`src/rtl/wpf_pkg.sv`:
```
// ----------------------------------------------------------------------------
// wpf_pkg
// Shared types and constants of the 2D waypoint path follower.
// ----------------------------------------------------------------------------
package wpf_pkg;

  localparam int DEF_PATH_DEPTH = 16;

  localparam int IN_DATA_W  = 96;
  localparam int IN_USER_W  = 2;
  localparam int OUT_DATA_W = 104;

  localparam int SQRT_STEPS = 32;
  localparam int DIV_STEPS  = 46;
  localparam int ITER_W     = 6;

  localparam logic [15:0] ONE_Q14 = 16'd16384;

  localparam logic [1:0] OP_TICK   = 2'd0;
  localparam logic [1:0] OP_APPEND = 2'd1;
  localparam logic [1:0] OP_SETPOS = 2'd2;

  localparam logic [1:0] ST_OK       = 2'd0;
  localparam logic [1:0] ST_REACHED  = 2'd1;
  localparam logic [1:0] ST_REJECT   = 2'd2;
  localparam logic [1:0] ST_ZERO_LEG = 2'd3;

  typedef enum logic [4:0] {
    CMD_NONE,
    CMD_LOAD,
    CMD_DECODE,
    CMD_MULSD,
    CMD_MULX,
    CMD_ADDX,
    CMD_MULY,
    CMD_ADDY,
    CMD_PASS,
    CMD_LOADT,
    CMD_AIM,
    CMD_SQX,
    CMD_SQY,
    CMD_SQSUM,
    CMD_SQRT,
    CMD_DIVXI,
    CMD_DIVX,
    CMD_DIVYI,
    CMD_DIVY,
    CMD_OUT
  } cmd_t;

  typedef struct packed {
    logic [1:0] op;
    logic       go_move;
    logic       q_full;
    logic       q_empty;
    logic       q_one;
    logic       passed;
    logic       aim_zero;
    logic       iter_last;
    logic       out_free;
  } dp_stat_t;

endpackage

```
`src/rtl/wpf_ctrl.sv`:
```
// ----------------------------------------------------------------------------
// wpf_ctrl
// Sequencer: steps the datapath through one item at a time.
// ----------------------------------------------------------------------------
module wpf_ctrl (
  input  logic             clk,
  input  logic             rst_n,
  input  logic             in_tvalid,
  output logic             in_tready,
  input  wpf_pkg::dp_stat_t stat,
  output wpf_pkg::cmd_t    cmd
);

  typedef enum logic [18:0] {
    S_IDLE  = 19'b1 << 0,
    S_DEC   = 19'b1 << 1,
    S_MULSD = 19'b1 << 2,
    S_MULX  = 19'b1 << 3,
    S_ADDX  = 19'b1 << 4,
    S_MULY  = 19'b1 << 5,
    S_ADDY  = 19'b1 << 6,
    S_PASS  = 19'b1 << 7,
    S_LOADT = 19'b1 << 8,
    S_AIM   = 19'b1 << 9,
    S_SQX   = 19'b1 << 10,
    S_SQY   = 19'b1 << 11,
    S_SQSUM = 19'b1 << 12,
    S_SQRT  = 19'b1 << 13,
    S_DIVXI = 19'b1 << 14,
    S_DIVX  = 19'b1 << 15,
    S_DIVYI = 19'b1 << 16,
    S_DIVY  = 19'b1 << 17,
    S_DONE  = 19'b1 << 18
  } state_t;

  state_t state_r, state_nxt;

  assign in_tready = (state_r == S_IDLE);

  always_comb begin
    state_nxt = state_r;
    cmd       = wpf_pkg::CMD_NONE;
    unique case (state_r)
      S_IDLE: begin
        if (in_tvalid) begin
          cmd       = wpf_pkg::CMD_LOAD;
          state_nxt = S_DEC;
        end
      end
      S_DEC: begin
        cmd = wpf_pkg::CMD_DECODE;
        priority if (stat.op == wpf_pkg::OP_TICK && stat.go_move) begin
          state_nxt = S_MULSD;
        end else if (stat.op == wpf_pkg::OP_APPEND && stat.q_empty) begin
          state_nxt = S_AIM;
        end else begin
          state_nxt = S_DONE;
        end
      end
      S_MULSD: begin cmd = wpf_pkg::CMD_MULSD; state_nxt = S_MULX; end
      S_MULX:  begin cmd = wpf_pkg::CMD_MULX;  state_nxt = S_ADDX; end
      S_ADDX:  begin cmd = wpf_pkg::CMD_ADDX;  state_nxt = S_MULY; end
      S_MULY:  begin cmd = wpf_pkg::CMD_MULY;  state_nxt = S_ADDY; end
      S_ADDY:  begin cmd = wpf_pkg::CMD_ADDY;  state_nxt = S_PASS; end
      S_PASS: begin
        cmd = wpf_pkg::CMD_PASS;
        state_nxt = (stat.passed && !stat.q_one) ? S_LOADT : S_DONE;
      end
      S_LOADT: begin cmd = wpf_pkg::CMD_LOADT; state_nxt = S_AIM; end
      S_AIM: begin
        cmd = wpf_pkg::CMD_AIM;
        state_nxt = stat.aim_zero ? S_DONE : S_SQX;
      end
      S_SQX:   begin cmd = wpf_pkg::CMD_SQX;   state_nxt = S_SQY; end
      S_SQY:   begin cmd = wpf_pkg::CMD_SQY;   state_nxt = S_SQSUM; end
      S_SQSUM: begin cmd = wpf_pkg::CMD_SQSUM; state_nxt = S_SQRT; end
      S_SQRT: begin
        cmd = wpf_pkg::CMD_SQRT;
        if (stat.iter_last) state_nxt = S_DIVXI;
      end
      S_DIVXI: begin cmd = wpf_pkg::CMD_DIVXI; state_nxt = S_DIVX; end
      S_DIVX: begin
        cmd = wpf_pkg::CMD_DIVX;
        if (stat.iter_last) state_nxt = S_DIVYI;
      end
      S_DIVYI: begin cmd = wpf_pkg::CMD_DIVYI; state_nxt = S_DIVY; end
      S_DIVY: begin
        cmd = wpf_pkg::CMD_DIVY;
        if (stat.iter_last) state_nxt = S_DONE;
      end
      S_DONE: begin
        if (stat.out_free) begin
          cmd       = wpf_pkg::CMD_OUT;
          state_nxt = S_IDLE;
        end
      end
      default: state_nxt = S_IDLE;
    endcase
  end

  always_ff @(posedge clk) begin
    if (!rst_n) state_r <= S_IDLE;
    else        state_r <= state_nxt;
  end

endmodule

```
`config.mk`:
```
export PLATFORM = sky130hd
export DESIGN_NAME = wpf_ctrl
export DESIGN_NICKNAME = d
export VERILOG_FILES = /design/src/rtl/wpf_pkg.sv /design/src/rtl/wpf_ctrl.sv
export SDC_FILE = /design/constraint.sdc
export NUM_CORES = 1
export LEC_CHECK = 0
export BUFFER_PORTS_ARGS = -buffer_cell sky130_fd_sc_hd__buf_2
export CORE_ASPECT_RATIO = 1.75
export CORE_UTILIZATION = 50
export DETAILED_ROUTE_END_ITERATION = 6
export GPL_TIMING_DRIVEN = 0
export HOLD_SLACK_MARGIN = 0.12
export PLACE_DENSITY = 0.82
export SLEW_MARGIN = 0
export SYNTH_ARGS = -nofsm -noshare
export SYNTH_HDL_FRONTEND = slang
export SYNTH_SLANG_ARGS = --single-unit
```
`constraint.sdc`:
```
create_clock -name clk -period 2.45 [get_ports clk]
set_clock_uncertainty 0.2 [all_clocks]
set_input_delay 0.3675 -clock clk [delete_from_list [all_inputs] [get_ports clk]]
set_output_delay 0.3675 -clock clk [all_outputs]
set_load 0.02 [all_outputs]
```
==> flow_summary.json <==
{
  "final-setup-viol-count": 23,
  "crit_family": "simple AND/OR/NAND/NOR gates",
  "worstPathMaxFanout": 3,
  "cts_buffers": 3,
  "io_buffers": 17,
  "timing.critical_path.cells": "or4_4 > buf_6 > nor2_4 > nand3_2 > or4_4 > nand3_2 > a211o_4 > buf_6",
  "syn_nets": 171,
  "multi_input_area_um2": 1200,
  "max_clock_freq_mhz": 332,
  "ys_ff_latch": 19,
  "worstPathRequired_ns": 1.88,
  "grt_usage_pct": 41.3,
  "startpoint": "state_r[5]",
  "layout.nets": 235,
  "rsz0062_at_grt": "true",
  "cpPeakStageDelay_ns": 0.58,
  "timing.final.crit_share_pct": 123,
  "synth.avg_cell_area_um2": 8.24,
  "clkSinkCount": 19,
  "finalWorstSetupSlack_ns": -0.561,
  "die_w_um": 40.6,
  "initial_core_util_pct": 52.2,
  "antenna_found_initial": 0,
  "final_hold_viol_count": 0,
  "worstHoldStart": "stat[2]",
  "regMostFlops": "state_r",
  "synth-seq-area-share_pct": 29.2,
  "placementRows": 24,
  "grt_pass1_vias": 1606,
  "fin_setup_tns_ns": -9.11,
  "cts_tree": "done",
  "synthArstFlopShare_pct": 0,
  "post-route-min-period_ns": 3.01,
  "fillers": 93,
  "area_delta_synth_final_pct": 75.9,
  "ioPinCount": 19,
  "grt_overflow": 0,
  "hp-class": "primary input to register",
  "synthCells": 158,
  "relSlewSlack_pct": 57.0,
  "status": "finished, violations left",
  "largest_reg_flops": 19,
  "synth_enable_flop_cells": 0,
  "ys_warn_count": 0,
  "core_area_um2": 2490,
  "grt_pass1_wl_um": 7970,
  "p_per_area_nw_per_um2": 461,
  "reg_top3": "state_r x19",
  "vias": 1771,
  "whs_ns": 0.201,
  "synth-main-ff-cell": "dfxtp_1",
  "cts-root-buf": "clkbuf_8",
  "tightest_slew_ns": 0.636,
  "globalRouteMet3Util_pct": 15.4,
  "top_usage_layer": "met2",
  "place_hpwl_um": 2740,
  "crit_slowest_cell": "or4_4",
  "clock_latency_ns": 0.26,
  "met1_usage_pct": 40.5,
  "crit_type": "register to output port",
  "total_power_w": 0.00106,
  "arrival_ns": 2.44,
  "drv_cap": 0,
  "r2r-start": "state_r[16]",
  "met2_usage_pct": 64.7,
  "routed_wl_um": 6650,
  "drtIter0Drc": 179,
  "start_kind": "register",
  "slew_viol_final": 0,
  "register_area_um2": 418,
  "wl_per_cell_um": 26.9,
  "critPathBufInv": 2,
  "diodes": 0,
  "grt_max_degree": 11,
  "drc": 0,
  "drive_gt1_share_pct": 63.3,
  "syn_area_um2": 1300,
  "peakVddDrop_mv": 0.408,
  "h-tree-depth": 1,
  "clk_pin_slew_worst_paths_ns": 0.08,
  "gp_congestion": 0.922,
  "clock_path_buffers": 2,
  "dieArea_um2": 2820,
  "first_pass_iters": 5,
  "violations": "setup timing",
  "crit_path_end_kind": "output port",
  "leakage_nw": 0.907,
  "drtAntennaViolNets": 0,
  "synth.distinct_cells": 48,
  "fp.dieH_um": 69.5,
  "via_per_inst": 7.17
}
[placed cells by master, fill, tap and decap left out, drive strengths merged, types with 4 or more instances in the layout]
| cell | count |
|---|---|
| buf | 65 |
| nor2 | 19 |
| dfxtp | 19 |
| nor3 | 11 |
| nor4 | 10 |
| nand3 | 10 |
| o21ai | 8 |
| nand2 | 7 |
| or4 | 5 |
| clkbuf | 5 |
| nand3b | 4 |
| a21oi | 4 |
[report_power, final]
group / internal [W] / switching [W] / total [W]
sequential: 0.000313 / 0.0000204 / 0.000334
clock: 0.000116 / 0.000115 / 0.000231
combinational: 0.000242 / 0.000248 / 0.000490
total: 0.000671 / 0.000384 / 0.00106
[synthesized netlist by cell type, drive strengths merged (3+ instances only)]
cell	n	share of area [%]
xnor2	3	2.0
buf	4	2.5
a21oi	4	1.5
and4b	3	2.3
dfxtp	19	29
or3	3	1.4
nand2b	3	1.4
nor3	11	4.2
or4	5	3.2
nor4	10	5.8
nand4bb	3	3.8
nand3	10	3.8
clkbuf	4	1.2
nor2	19	5.5
a21boi	3	1.7
nand3b	4	2.3
o21ai	8	3.1
xor2	3	2.0
nand2	7	2.0
nor4b	3	2.0
[cell type report]
cell class,instances,area share (%)
clock buffers,4,1.97
flip-flops and latches,19,18.3
repair buffers,65,24.7
well taps,26,1.42
multi-input cells,129,52.4
inverters,2,0.437
plain buffers,2,0.875
[per-stage QoR]
| stage | setup slack [ns] | cell area (µm²) | cells | utilization [%] |
|---|---|---|---|---|
| after global routing | -0.606 | 2290 | 247 | 91.8 |
| after global placement | -0.427 | 1440 | 201 | 57.7 |
| after detailed placement | -0.489 | 1440 | 201 | 57.7 |
| after floorplan | -0.131 | 1320 | 158 | - |
| final | -0.561 | 2290 | 247 | 91.8 |
| after CTS | -0.438 | 1970 | 229 | 79.1 |
[timing repair]
item,CTS,global route
pin swaps,25,16
hold buffers,1,0
buffers inserted,31,18
endpoints found under the hold margin,1,0
gates resized for setup,68,39
endpoints found under the setup margin,23,23
gates cloned,1,0
[logic make-up (layout without fill, tap and decap cells)]
group                  count (synthesis)  count (layout)  synth area share, %
multiplexers                           1               1                0.769
AO/OA/AOI/OAI                         26              26                 14.8
buffers and inverters                 10              73                 4.33
AND/OR/NAND/NOR                       96              96                 46.8
XOR/XNOR                               6               6                 4.04
flip-flops                            19              19                 29.2
[path summary, 6_finish.rpt]
check	to	slack (ns)	depth (start not counted)
max	cmd[0]	-0.56	8
min	state_r[10]	0.20	2
max reg2reg	state_r[6]	-0.47	9
min reg2reg	state_r[15]	0.34	2
[routing by layer]
metal	routed length (µm)	share of wire, %	up-vias
met5	0	0	-
met4	608	9.1	0
met3	544	8.2	61
met2	3280	49	174
met1	2220	33	801
li1	-	-	735
Note: power is estimated with default switching activity, not from simulation.
